**src/uart_rfm_pkg.sv**
```systemverilog
// Package for the UART register frame master: protocol bytes, status codes, result kinds.
package uart_rfm_pkg;

  // Frame bytes of the register protocol
  localparam logic [7:0] STX_BYTE   = 8'h02;
  localparam logic [7:0] OP_WRITE   = 8'h37;
  localparam logic [7:0] OP_READ    = 8'h38;
  localparam logic [7:0] READ_COUNT = 8'h01;
  localparam logic [7:0] ACK_BYTE   = 8'h06;
  localparam logic [7:0] NACK_BYTE  = 8'h15;
  localparam logic [7:0] ACK_LEN    = 8'd4;

  // Longest request frame in bytes
  localparam int FRAME_BYTES = 7;
  localparam int CNT_W       = $clog2(FRAME_BYTES + 1);

  // Input kind (tuser of the input stream)
  typedef enum logic {
    FUNC_CMD = 1'b0,
    FUNC_RX  = 1'b1
  } func_t;

  // Result kind (tuser of the output stream)
  typedef enum logic {
    KIND_TX     = 1'b0,
    KIND_STATUS = 1'b1
  } kind_t;

  // Response status codes
  typedef enum logic [2:0] {
    ST_OK       = 3'd0,
    ST_NACK     = 3'd1,
    ST_BAD_ACK  = 3'd2,
    ST_CHECKSUM = 3'd3,
    ST_OVERLONG = 3'd4
  } status_t;

endpackage

```
**src/uart_register_frame_master.sv**
```systemverilog
// UART register frame master: builds request frames and checks response frames.
//
// Input stream (s_*): one transfer is either a register command (tuser = 0) or one
// received response byte (tuser = 1, tlast marks the last byte of the response).
// Output stream (m_*): transmit bytes (tuser = 0, tlast on the checksum byte) or a
// response status (tuser = 1) carrying the status code and the read value.
//
// A command builds its whole frame combinationally into a seven-byte shift buffer;
// the first byte is valid the cycle after the input transfer and the frame then
// leaves one byte per output transfer: 5 bytes for a read, 6 or 7 for a write.
// The next input item is taken in the same cycle as the last byte of the frame,
// so a new command is taken as the previous frame ends, paced by the single output
// byte port. Response bytes update the receive sum and count at the input transfer;
// the last one loads a status into the output register, valid in the next cycle, and
// with a ready receiver response bytes flow at one per cycle.
//
// Reset empties the output buffer by clearing its count and clears the receive
// state and the pending command kind. When the receiver holds m_tready low the
// current byte or status stays on the port and s_tready drops until the buffer drains.
module uart_register_frame_master #(
  parameter int MAX_FRAME = 64
) (
  input  logic        clk,
  input  logic        rst,
  // Input stream
  input  logic        s_tvalid,
  output logic        s_tready,
  input  logic [39:0] s_tdata,   // is_write, reg_addr[7:0], reg_data[15:0], data_len[1:0],
                                 // rx_byte[7:0], zero fill
  input  logic        s_tuser,   // func
  input  logic        s_tlast,   // rx_last
  // Output stream
  output logic        m_tvalid,
  input  logic        m_tready,
  output logic [23:0] m_tdata,   // tx_byte[7:0], status[2:0], read_value[7:0], zero fill
  output logic        m_tuser,   // out_kind
  output logic        m_tlast    // tx_last
);
  import uart_rfm_pkg::*;

  localparam logic [7:0] MAX_LEN = 8'(MAX_FRAME);

  // Input fields
  logic        in_is_write;
  logic [7:0]  in_addr;
  logic [15:0] in_data;
  logic [1:0]  in_len;
  logic [7:0]  in_rx_byte;
  logic        in_take;

  assign in_is_write = s_tdata[0];
  assign in_addr     = s_tdata[8:1];
  assign in_data     = s_tdata[24:9];
  assign in_len      = s_tdata[26:25];
  assign in_rx_byte  = s_tdata[34:27];

  // Output buffer and receive state
  logic [7:0]       frame_buf [FRAME_BYTES];
  logic [CNT_W-1:0] cnt;
  kind_t            kind;
  status_t          st;
  logic [7:0]       read_value;

  logic             pending_is_write;
  logic [6:0]       rx_count;
  logic [7:0]       rx_sum;
  logic [7:0]       rx_third_byte;

  // Handshake
  logic finishing;
  assign finishing = m_tvalid && m_tready && (cnt == CNT_W'(1));
  assign s_tready  = (cnt == '0) || finishing;
  assign in_take   = s_tvalid && s_tready;

  // Frame or status built from the accepted item
  logic [7:0]       new_bytes [FRAME_BYTES];
  logic [CNT_W-1:0] new_cnt;
  kind_t            new_kind;
  status_t          new_st;
  logic [7:0]       new_rv;
  logic             new_out;
  logic [1:0]       wr_len;
  logic [7:0]       sum;
  logic [7:0]       eff_third;
  logic [7:0]       rx_len;

  always_comb begin
    for (int i = 0; i < FRAME_BYTES; i++) begin
      new_bytes[i] = '0;
    end
    new_cnt  = '0;
    new_kind = KIND_TX;
    new_st   = ST_OK;
    new_rv   = '0;
    new_out  = 1'b0;
    wr_len   = (in_len == 2'd0) ? 2'd1 : ((in_len == 2'd3) ? 2'd2 : in_len);
    sum      = '0;
    eff_third = (rx_count == 7'd2) ? in_rx_byte : rx_third_byte;
    rx_len    = {1'b0, rx_count} + 8'd1;

    if (s_tuser == FUNC_CMD) begin
      new_out      = 1'b1;
      new_bytes[0] = STX_BYTE;
      new_bytes[2] = in_addr;
      if (in_is_write) begin
        new_bytes[1] = OP_WRITE;
        new_bytes[3] = {6'd0, wr_len};
        new_bytes[4] = in_data[7:0];
        if (wr_len == 2'd2) begin
          new_bytes[5] = in_data[15:8];
          sum = STX_BYTE + OP_WRITE + in_addr + {6'd0, wr_len} + in_data[7:0]
                + in_data[15:8];
          new_bytes[6] = sum;
          new_cnt = CNT_W'(7);
        end else begin
          sum = STX_BYTE + OP_WRITE + in_addr + {6'd0, wr_len} + in_data[7:0];
          new_bytes[5] = sum;
          new_cnt = CNT_W'(6);
        end
      end else begin
        new_bytes[1] = OP_READ;
        new_bytes[3] = READ_COUNT;
        sum = STX_BYTE + OP_READ + in_addr + READ_COUNT;
        new_bytes[4] = sum;
        new_cnt = CNT_W'(5);
      end
    end else if (s_tlast) begin
      // Status decision on the last response byte, first match wins
      new_out  = 1'b1;
      new_kind = KIND_STATUS;
      new_cnt  = CNT_W'(1);
      new_rv   = (rx_len >= 8'd3) ? eff_third : 8'd0;
      if (rx_len > MAX_LEN) begin
        new_st = ST_OVERLONG;
      end else if (rx_sum != in_rx_byte) begin
        new_st = ST_CHECKSUM;
      end else if (rx_len < 8'd3) begin
        new_st = ST_BAD_ACK;
      end else if (!pending_is_write) begin
        new_st = ST_OK;
      end else if (eff_third == NACK_BYTE) begin
        new_st = ST_NACK;
      end else if (eff_third != ACK_BYTE || rx_len != ACK_LEN) begin
        new_st = ST_BAD_ACK;
      end else begin
        new_st = ST_OK;
      end
    end
  end

  // Output buffer: load on an item with results, shift on each byte transfer
  always_ff @(posedge clk) begin
    if (rst) begin
      cnt <= '0;
    end else if (in_take && new_out) begin
      cnt <= new_cnt;
    end else if (m_tvalid && m_tready) begin
      cnt <= cnt - CNT_W'(1);
    end
  end

  always_ff @(posedge clk) begin
    if (in_take && new_out) begin
      for (int i = 0; i < FRAME_BYTES; i++) begin
        frame_buf[i] <= new_bytes[i];
      end
      kind       <= new_kind;
      st         <= new_st;
      read_value <= new_rv;
    end else if (m_tvalid && m_tready) begin
      for (int i = 0; i < FRAME_BYTES - 1; i++) begin
        frame_buf[i] <= frame_buf[i+1];
      end
      frame_buf[FRAME_BYTES-1] <= '0;
    end
  end

  // Receive state and pending command kind
  always_ff @(posedge clk) begin
    if (rst) begin
      pending_is_write <= 1'b0;
      rx_count         <= '0;
      rx_sum           <= '0;
      rx_third_byte    <= '0;
    end else if (in_take) begin
      if (s_tuser == FUNC_CMD) begin
        pending_is_write <= in_is_write;
        rx_count         <= '0;
        rx_sum           <= '0;
        rx_third_byte    <= '0;
      end else if (s_tlast) begin
        rx_count      <= '0;
        rx_sum        <= '0;
        rx_third_byte <= '0;
      end else begin
        if (rx_count == 7'd2) begin
          rx_third_byte <= in_rx_byte;
        end
        rx_sum <= rx_sum + in_rx_byte;
        if (rx_count != 7'd127) begin
          rx_count <= rx_count + 7'd1;
        end
      end
    end
  end

  // Output port
  assign m_tvalid = (cnt != '0);
  assign m_tuser  = kind;
  assign m_tlast  = (kind == KIND_TX) && (cnt == CNT_W'(1));
  assign m_tdata  = {5'd0, read_value, st, frame_buf[0]};

  // A status is always a single result
  a_status_single: assert property (@(posedge clk) disable iff (rst)
    (m_tvalid && m_tuser) |-> (cnt == CNT_W'(1)))
    else $error("status result with bytes still queued");

  // Checksum byte only marked on transmit results
  a_last_tx: assert property (@(posedge clk) disable iff (rst)
    m_tlast |-> (m_tvalid && !m_tuser))
    else $error("tlast on a non-transmit result");

  // An empty buffer never blocks input
  a_ready_idle: assert property (@(posedge clk) disable iff (rst)
    !m_tvalid |-> s_tready)
    else $error("input stalled while output is empty");

  // A frame keeps going after a byte that is not the last
  a_frame_cont: assert property (@(posedge clk) disable iff (rst)
    (m_tvalid && m_tready && !m_tuser && !m_tlast) |=> (m_tvalid && !m_tuser))
    else $error("request frame cut short");

  // Status results carry no transmit byte
  a_status_zero: assert property (@(posedge clk) disable iff (rst)
    (m_tvalid && m_tuser) |-> (m_tdata[7:0] == 8'd0))
    else $error("status result with nonzero tx byte");

endmodule
```
**config.mk**
```make
export PLATFORM = sky130hd
export DESIGN_NAME = uart_register_frame_master
export DESIGN_NICKNAME = d
export VERILOG_FILES = /design/src/uart_rfm_pkg.sv /design/src/uart_register_frame_master.sv
export SDC_FILE = /design/constraint.sdc
export NUM_CORES = 1
export LEC_CHECK = 0
export BUFFER_PORTS_ARGS = -buffer_cell sky130_fd_sc_hd__buf_4
export CAP_MARGIN = 20
export CORE_ASPECT_RATIO = 1.1
export CORE_MARGIN = 3
export CORE_UTILIZATION = 50
export DETAILED_ROUTE_END_ITERATION = 6
export PLACE_DENSITY = 0.73
export REMOVE_ABC_BUFFERS = 1
export SYNTH_ARGS = -nofsm -noshare
export SYNTH_HDL_FRONTEND = slang
export SYNTH_SLANG_ARGS = --single-unit
```
**constraint.sdc**
```tcl
create_clock -name clk -period 3.3 [get_ports clk]
set_clock_uncertainty 0.05 [all_clocks]
set_input_delay 0.495 -clock clk [delete_from_list [all_inputs] [get_ports clk]]
set_output_delay 0.495 -clock clk [all_outputs]
set_load 0.05 [all_outputs]
```
## After elaboration in Yosys (flattened, before gate mapping)

Memory sizes are Yosys's and may differ from the RTL's.
Index checks and enable logic that the tools add are counted.

- Add/sub/neg operators: 10
- Multiply operators: 0
- Div/mod/pow operators: 0
- $lt $le $gt $ge: 3
- Equal/unequal tests: 10
- Shifts and indexed selects: 0
- Mux-type cells: 42
- Bitwise logic cells: 10
- Reductions and logical operators: 16

Operators by type and width:

| kind | count |
|---|---|
| $mux W8 | 14 |
| $mux W50 | 1 |
| $add A8 B8 Y8 | 3 |
| $mux W7 | 3 |
| $add A6 B8 Y8 const A | 2 |
| $mux W16 | 1 |
| $ne A8 B3 Y1 const B | 2 |
| $mux W3 | 5 |
| $mux W2 | 7 |
| $mux W10 | 1 |
| $mux W1 | 9 |
| $add A7 B1 Y8 const B | 1 |
| $add A8 B1 Y8 const B | 1 |
| $add A8 B2 Y8 | 1 |
| $eq A8 B5 Y1 const B | 1 |
| $ge A8 B2 Y1 const B | 1 |
| $gt A8 B7 Y1 const B | 1 |
| $lt A8 B2 Y1 const B | 1 |
| $ne A8 B8 Y1 | 1 |
| $add A7 B1 Y7 const B | 1 |
| $eq A7 B2 Y1 const B | 1 |
| $ne A7 B7 Y1 const B | 1 |
| $or A1 B1 Y1 | 7 |
| $reduce_and A2 Y1 | 3 |
| 14 further kinds | 22 |

- Flip-flop bits (word level): 39
- Bits in latches: 0
- RAM bits: 56
- ROM bits: 0
- Bits of input ports: 46
- Output and inout port bits: 28
- Word-level logic and storage cells: 101
- Memories kept: 1

Memory list:

| memory | depth | width | read ports | clocked after Yosys merged registers in | wr ports | line | text |
|---|---|---|---|---|---|---|---|
| frame_buf | 7 | 8 | 7 | 0 | 7 | uart_register_frame_master.sv:58 | `logic [7:0] frame_buf [FRAME_BYTES];` |

## Depth between registers and ports, before layout

Gate-level depths: netlist (run 1).

- Word-level depth: 10
- Gate-level depth with buffers: 17
- Depth with buffers taken out: 17

## Worst setup path before layout (run 1)

No wires, ideal clock.

- Path kind: input to register
- Start point: in s_tdata[26]
- End point: mem frame_buf[6][7], in the netlist frame_buf[0][55], data pin
- Library setup time: 262 ps
- Data arrival time: 3184 ps
- Required time: 2988 ps
- Path slack: -196 ps
- Cell stages on the path: 13
- Buffers on the path: 1
- Cell sequence: clkbuf_1 -> fa_1 -> fa_1 -> a21o_1 -> a21oi_1 -> xnor2_1 -> ha_1 -> nand3_1 -> o211ai_1 -> o41ai_1 -> xor2_1 -> xnor2_1 -> nor2_1

RTL lines:

| element | line | text |
|---|---|---|
| start, declared | uart_register_frame_master.sv:28 | `input logic [39:0] s_tdata,` |
| end, declared | uart_register_frame_master.sv:58 |  |

==> metrics.log, run 1 <==
INFO  metric final-hold-violation-count = 0
INFO  metric share_of_cells_above_drive_strength_1 = 20.7%
INFO  metric power_frac_seq = 40.2%
INFO  metric grt_pass1_wl = 19100 um
INFO  metric setup.worst_path.start = s_tdata[1]
INFO  metric max_slew_headroom = 53.5%
INFO  metric grt_peak_use_layer = met2
INFO  metric ff_latch_area = 2580 um2
INFO  metric multiInputGateArea = 2760 um2
INFO  metric clockRootBuffer = clkbuf_16
INFO  metric synth_area_per_cell = 9.89 um2
INFO  metric grt_antenna_before_repair = 0
INFO  metric post_synthesis_sequential_area_ratio = 46.1%
INFO  metric fin_tns_setup = -0.620 ps
INFO  metric min_from = s_tdata[29]
INFO  metric clock_tree.buffer_depth = 2
INFO  metric route.final.wire_length = 11800 um
INFO  metric drc = 0
INFO  metric period_share = 100%
INFO  metric p_leak = 0.00277 uW
INFO  metric total_switching_power = 1860 uW
INFO  metric cts_tree = done
INFO  metric numPlacedInstances = 765
INFO  metric fp.dieArea = 12500 um2
INFO  metric synth.cell_area = 5600 um2
INFO  metric detail_route.vias_per_cell = 5.43
INFO  metric syn2layout_area_growth = 18.9%
INFO  metric holdWs = 394 ps
INFO  metric globalplace.congestion = 0.847
INFO  metric max_slew.worst_pin.slew = 695 ps
INFO  metric violations_in_the_final_reports = setup timing
INFO  metric placementRows = 39
INFO  metric worst_setup_hold_path_clk_slew = 70 ps
INFO  metric dominant_cells_by_area_after_synthesis = edfxtp_1 (36%), dfxtp_1 (9.7%), ha_1 (7.6%), nor2_1 (4.0%), a21oi_1 (3.2%)
INFO  metric buffer_ports.inserted = 62
INFO  metric groute.layer.met2.usage = 31.9%
INFO  metric netSwitchingFraction = 37.8%
INFO  metric core_area = 10600 um2
INFO  metric worst-r2r-setup-slack = 600 ps
INFO  metric ys_types = 61
INFO  metric first_iter_violations = 255
INFO  metric detailedPlacementHpwl = 8510 um
INFO  metric drt_pre_antenna_iters = 5
INFO  metric gr-usage-met1 = 25.8%
INFO  metric internal_power = 3070 uW
INFO  metric rr_startpoint = cnt[0]
INFO  metric grt_pass1_vias = 4062
INFO  metric worst_hold_path_type = input pin to flop
INFO  metric worst_setup_path_class = input pin to flop
INFO  metric finalSetupViolCount = 1
INFO  metric layout_min_cycle_time = 3300 ps
INFO  metric diodes = 0
INFO  metric postLayoutSetupSlackWorst = -0.620 ps
INFO  metric reg2regPathDepth = 10
INFO  metric ys_warn_count = 0
INFO  metric critPathMaxFanout = 4
INFO  metric grt_overflow = 0
INFO  metric share_of_total_power_in_combinational_logic = 40.0%
INFO  metric track_usage = 19.3%
INFO  metric synthArstFlopShare = 0%
INFO  metric tritoncts_num_sinks = 95
INFO  metric synth_edf_count = 68
INFO  metric tritoncts.num_buffers = 9
INFO  metric post_synth_most_frequent_cells = edfxtp_1 (68), nor2_1 (59), nand2_1 (47)
INFO  metric grt_setup_unrepaired = yes
INFO  metric synthesis.instances = 566
INFO  metric grt_start_max_net_pins = 48
INFO  metric max_cap_viols = 0
INFO  metric max_freq = 303 MHz
INFO  metric fillers = 877
INFO  metric regToRegEndpoint = frame_buf[0][45]
INFO  metric cp_data_arrival_time = 3340 ps
INFO  metric crit_path_start_kind = input pin
INFO  metric yosysMostFrequentCell = edfxtp_1
INFO  metric avgRoutedWirePerCell = 15.0 um
INFO  metric final_nets = 721
INFO  metric dominantRegCellSynth = edfxtp_1
INFO  metric irDropWorstVdd = 0.679 mV
INFO  metric gr-usage-met3 = 3.18%
INFO  metric drv_slew = 0
INFO  metric crit_required = 3340 ps
INFO  metric total_number_of_vias = 4261
INFO  metric htree_num_levels = 3
INFO  metric share_clk_of_total_power = 19.8%
INFO  metric cp-endpoint = frame_buf[0][55]
INFO  metric clock_insertion_delay_at_the_later_pin_of_the_skew_report = 340 ps
INFO  metric nature_of_the_critical_path_endpoint = flop
INFO  metric initial_utilization = 52.6%
INFO  metric number_of_register_bits_inferred_by_synthesis = 95
INFO  metric synth_area_leader_cell = edfxtp_1
INFO  metric die_width = 107 um
INFO  metric ant_nets = 0
INFO  metric pin_count = 74
INFO  metric layoutNonFillerInstCount = 785
INFO  metric p_per_area = 741 nW/um2
INFO  metric floorplan.die.height = 117 um
INFO  metric outcome = finished with violations
INFO  metric synth_top_area_share = 36.5%
final cells by class:
cell class                      instances  area share (%)
Inverter                               33            1.88
Clock buffer                            9            3.38
Clock inverter                          7           0.827
Sequential cell                        95            38.8
Timing Repair Buffer                   93            11.0
Tap cell                              143            2.69
Multi-Input combinational cell        405            41.4
flip-flops by register name, summed over array words and instances, names as in the netlist:
name and count:
rx_sum 8, m_tuser 1, frame_buf 56, st 3
rx_third_byte 8, read_value 8, pending_is_write 1, rx_count 7
cnt 3
placed cells by master, fill, tap and decap left out, types with 3 or more instances in the layout:
cell type  instances
a21o_1             8
a21oi_1           34
a21oi_2            3
a22o_1             3
a22oi_1           10
and2_1            17
buf_4             89
clkbuf_16          9
clkinv_4           3
conb_1             5
dfxtp_1           27
edfxtp_1          68
ha_1              33
inv_1             31
mux2i_1           16
nand2_1           46
nand2b_1           8
nand3_1           15
nand3b_1           7
nand4b_1           3
nor2_1            59
nor2b_1            4
nor3_1            11
nor3b_1            3
nor4_1             6
nor4b_1            3
o21ai_0           25
o21bai_1           6
o31ai_1           12
or2_2              3
or3_1              3
xnor2_1           14
xor2_1             9
worst min-delay path by stage:
| stage | end | slack [ps] | depth (start not counted) |
|---|---|---|---|
| global placement | rx_sum[0] | 400 | 2 |
| detailed placement | rx_sum[0] | 410 | 2 |
| global route | rx_third_byte[3] | 410 | 3 |
| floorplan | rx_sum[0] | 380 | 2 |
| CTS | rx_third_byte[2] | 380 | 3 |
| finish | rx_third_byte[2] | 390 | 3 |
critical path, cell delays in order:
cell and delay, ps:
buf_4 90, inv_1 50, ha_1 290, inv_2 50
ha_4 160, fa_2 350, a21o_1 170, a21oi_2 210
xnor2_2 110, ha_1 350, nand3_1 80, o211ai_1 120
o41ai_2 400, xor2_1 210, xnor2_1 130, nor2_1 60
power groups by stage:
stage / Combinational [uW] / Clock (uW) / Sequential [uW]
floorplan: 984 / 0 / 2300
global placement: 1880 / 0 / 1990
detailed placement: 1920 / 0 / 2010
CTS: 1930 / 992 / 1980
global route: 2160 / 1050 / 2020
finish: 1970 / 977 / 1980
cells by family after synthesis:
kind of cell    share of synthesized area (%)
mux                                      3.06
simple gates                             18.0
flops                                    46.1
xor+xnor                                 3.91
compound gates                           13.9
fa+ha+maj                                9.03
buf+inv                                  5.92
other cells                            0.0670
metrics by stage:
| stage | cell area (um2) | setup WS [ps] | power (uW) | utilization (%) |
|---|---|---|---|---|
| floorplan | 5410 | -149 | 3290 | - |
| global placement | 6290 | -403 | 3870 | 59.1 |
| detailed placement | 6290 | -429 | 3930 | 59.1 |
| CTS | 6580 | 28.8 | 4910 | 61.9 |
| global route | 6660 | -202 | 5230 | 62.6 |
| finish | 6660 | -0.620 | 4930 | 62.6 |
repair_timing:
| item | 4_1_cts | 5_1_grt |
|---|---|---|
| hold buffers | 0 | 0 |
| gates resized for setup | 2 | 11 |
| hold endpoints to repair | 0 | 0 |
| buffers inserted | 0 | 4 |
| pin swaps | 0 | 14 |
| setup endpoints to repair | 1 | 1 |
per-layer routing:
metal / wire (um) / up-vias / share of wire (%)
li1: - / 2153 / -
met1: 5400 / 2002 / 46
met5: 0 / - / 0
met4: 225 / 0 / 1.9
met2: 5740 / 93 / 49
met3: 434 / 13 / 3.7
Power figures use the tool's default switching activity.
==> run 2, diff against run 1 <==
--- a/config.mk
+++ b/config.mk
@@ -5,6 +5,7 @@
 export SDC_FILE = /design/constraint.sdc
 export NUM_CORES = 1
 export LEC_CHECK = 0
+export ABC_AREA = 1
 export BUFFER_PORTS_ARGS = -buffer_cell sky130_fd_sc_hd__buf_4
 export CAP_MARGIN = 20
 export CORE_ASPECT_RATIO = 1.1
==> metrics.log, run 2 <==
INFO  metric drc = 0 (unchanged)
INFO  metric synthArstFlopShare = 0% (unchanged)
INFO  metric layout.cells.most_common = nand2_1
INFO  metric period_share = 93.1% (-6.9 points)
INFO  metric share_of_total_power_in_combinational_logic = 38.1% (-1.9 points)
INFO  metric layout_min_cycle_time = 3070 ps (-228 ps)
INFO  metric synth_top_area_share = 34.9% (-1.5 points)
INFO  metric tritoncts.num_buffers = 9 (unchanged)
INFO  metric synthesis.instances = 678 (+20%)
INFO  metric critPathMaxFanout = 3 (-1)
INFO  metric detail_route.vias_per_cell = 5.17 (-4.7%)
INFO  metric globalplace.congestion = 0.852 (+0.55%)
INFO  metric max_cap_viols = 0 (unchanged)
INFO  metric diodes = 0 (unchanged)
INFO  metric power_frac_seq = 40.3% (about the same)
INFO  metric fp.dieArea = 13000 um2 (+4.1%)
INFO  metric post_synthesis_sequential_area_ratio = 44.2% (-1.9 points)
INFO  metric htree_num_levels = 3 (unchanged)
INFO  metric ys_warn_count = 0 (unchanged)
INFO  metric worst_hold_path_type = flop to flop
INFO  metric first_iter_violations = 293 (+15%)
INFO  metric p_leak = 0.00301 uW (+8.4%)
INFO  metric irDropWorstVdd = 0.733 mV (+7.9%)
INFO  metric yosysMostFrequentCell = nand2_1
INFO  metric clock_tree.buffer_depth = 2 (unchanged)
INFO  metric route.final.wire_length = 12800 um (+8.1%)
INFO  metric grt_pass1_vias = 4509 (+11%)
INFO  metric drv_slew = 0 (unchanged)
INFO  metric floorplan.die.height = 119 um (+2.0%)
INFO  metric avgRoutedWirePerCell = 14.3 um (-4.9%)
INFO  metric max_slew.worst_pin.slew = 630 ps (-65.3 ps)
INFO  metric ant_nets = 0 (unchanged)
INFO  metric synth_area_per_cell = 8.62 um2 (-13%)
INFO  metric drt_pre_antenna_iters = 5 (unchanged)
INFO  metric initial_utilization = 52.4% (-0.29 points)
INFO  metric pin_count = 74 (unchanged)
INFO  metric cp_data_arrival_time = 3120 ps (-220 ps)
INFO  metric final_nets = 824 (+14%)
INFO  metric finalSetupViolCount = 0 (-1)
INFO  metric fin_tns_setup = 0 ps (+0.620 ps)
INFO  metric grt_setup_unrepaired = no
INFO  metric dominantRegCellSynth = edfxtp_1
INFO  metric post-cts-setup-buffer-count = 0 (unchanged)
INFO  metric detailedPlacementHpwl = 9260 um (+8.9%)
INFO  metric max_reg_flops = 56 (unchanged)
INFO  metric nature_of_the_critical_path_endpoint = flop
INFO  metric cts_tree = done
INFO  metric buffer_ports.inserted = 62 (unchanged)
INFO  metric clockRootBuffer = clkbuf_16
INFO  metric total_switching_power = 1820 uW (-2.1%)
INFO  metric placed_area = 6410 um2 (+2.0%)
INFO  metric synth.cell_area = 5840 um2 (+4.3%)
INFO  metric tritoncts_num_sinks = 95 (unchanged)
INFO  metric grt_start_max_net_pins = 63 (+31%)
INFO  metric core_area = 11200 um2 (+4.9%)
INFO  metric share_of_cells_above_drive_strength_1 = 20.4% (-0.31 points)
INFO  metric total_number_of_vias = 4616 (+8.3%)
INFO  metric grt_pass1_wl = 21400 um (+12%)
INFO  metric placementRows = 40 (+2.6%)
INFO  metric synth_area_leader_cell = edfxtp_1
INFO  metric grt_overflow = 0 (unchanged)
INFO  metric synth_edf_count = 68 (unchanged)
INFO  metric crit_required = 3340 ps (about the same)
INFO  metric max_freq = 325 MHz (+7.4%)
INFO  metric final_cell_mix = nand2_1 (144), inv_1 (96), buf_4 (75)
INFO  metric die_width = 109 um (+2.0%)
INFO  metric post_synth_most_frequent_cells = nand2_1 (145), inv_1 (96), edfxtp_1 (68)
INFO  metric p_per_area = 707 nW/um2 (-4.6%)
INFO  metric track_usage = 20.6% (+1.3 points)
INFO  metric clock_insertion_delay_at_the_later_pin_of_the_skew_report = 340 ps (about the same)
INFO  metric syn2layout_area_growth = 15.3%
INFO  metric crit_path_start_kind = input pin
INFO  metric finalInstanceArea = 6740 um2 (+1.2%)
INFO  metric outcome = finished, final reports clean
INFO  metric final-hold-violation-count = 0 (unchanged)
INFO  metric cts_hold_buffers = 0 (unchanged)
INFO  metric worst-r2r-setup-slack = 900 ps (+300 ps)
INFO  metric netSwitchingFraction = 38.3% (+0.52 points)
INFO  metric internal_power = 2940 uW (-4.3%)
INFO  metric registers.top_by_ff_count = frame_buf
INFO  metric share_clk_of_total_power = 21.6% (+1.8 points)
INFO  metric worst_setup_hold_path_clk_slew = 60 ps (about the same)
INFO  metric max_slew_headroom = 57.9% (+4.3 points)
INFO  metric grt_antenna_before_repair = 0 (unchanged)
INFO  metric dominant_cells_by_area_after_synthesis = edfxtp_1 (35%), nand2_1 (9.3%), dfxtp_1 (9.3%), ha_1 (7.3%), inv_1 (6.2%)
INFO  metric ys_types = 49 (-20%)
INFO  metric number_of_register_bits_inferred_by_synthesis = 95 (unchanged)
INFO  metric worst_setup_path_class = input pin to flop
==> run 2: final cells by class <==
| class | count | area, um2 |
|---|---|---|
| Tap cell | 147 | 184 |
| Clock buffer | 11 | 233 |
| Inverter | 104 | 403 |
| Timing Repair Buffer | 76 | 583 |
| Clock inverter | 5 | 60.1 |
| Fill cell | 947 | 4420 |
| Sequential cell | 95 | 2580 |
| Multi-Input combinational cell | 454 | 2690 |
==> run 2: power groups by stage <==
stage | logic (uW) | clock network (uW) | registers, uW
6_report | 1810 | 1030 | 1920
5_1_grt | 2020 | 1100 | 1950
4_1_cts | 1800 | 1040 | 1920
3_5_place_dp | 1790 | 0 | 1940
3_3_place_gp | 1760 | 0 | 1930
2_1_floorplan | 995 | 0 | 2190
==> run 2: worst paths after layout <==
path,endpoint,from,cells after the start
setup / recovery,frame_buf[0][55],s_tdata[2],16
hold / removal,rx_third_byte[3],rx_third_byte[3],2
setup reg to reg,frame_buf[0][16],cnt[0],12
hold reg to reg,rx_third_byte[3],rx_third_byte[3],2
==> run 2: repair_timing <==
action	in CTS	in global routing
endpoints found under the hold margin	0	0
gates resized for setup	0	7
setup endpoints to repair	0	1
==> run 2: cell families after synthesis <==
family	count (synthesis)	synth area share [%]
XOR/XNOR	13	1.95
adder cells (fa/ha/maj)	38	8.65
buffers and inverters	133	10.5
other	1	0.0642
AO/OA/AOI/OAI	109	11.1
AND/OR/NAND/NOR	289	23.5
flip-flops	95	44.2
==> run 2: per-stage QoR <==
step           hold slack, ps  power [uW]  setup slack, ps  util [%]  cells
2_1_floorplan             389        3180             -191         -    653
3_5_place_dp              409        3740             -209      57.5    876
3_3_place_gp              402        3680             -150      57.5    876
5_1_grt                   428        5070             30.6      60.4    892
4_1_cts                   418        4770              104      60.1    892
6_report                  414        4760              227      60.4    892
==> run 2: per-layer routing <==
| metal | vias up | part of all wire, % | track usage, % |
|---|---|---|---|
| li1 | 2335 | - | - |
| met2 | 121 | 49 | 33.7 |
| met5 | - | 0 | 0 |
| met3 | 15 | 5.2 | 3.58 |
| met4 | 0 | 1.2 | 5.60 |
| met1 | 2145 | 44 | 28.0 |
==> run 2: critical path, stage by stage <==
cell,delay [ps]
buf_4,120
fa_2,500
fa_2,410
nand3_1,90
nand2_1,70
nand2_1,100
nand2_1,80
a21oi_2,140
xor2_1,190
inv_1,60
ha_1,290
inv_1,80
nor3_2,240
a21oi_2,90
a21oi_1,110
nor2_1,50
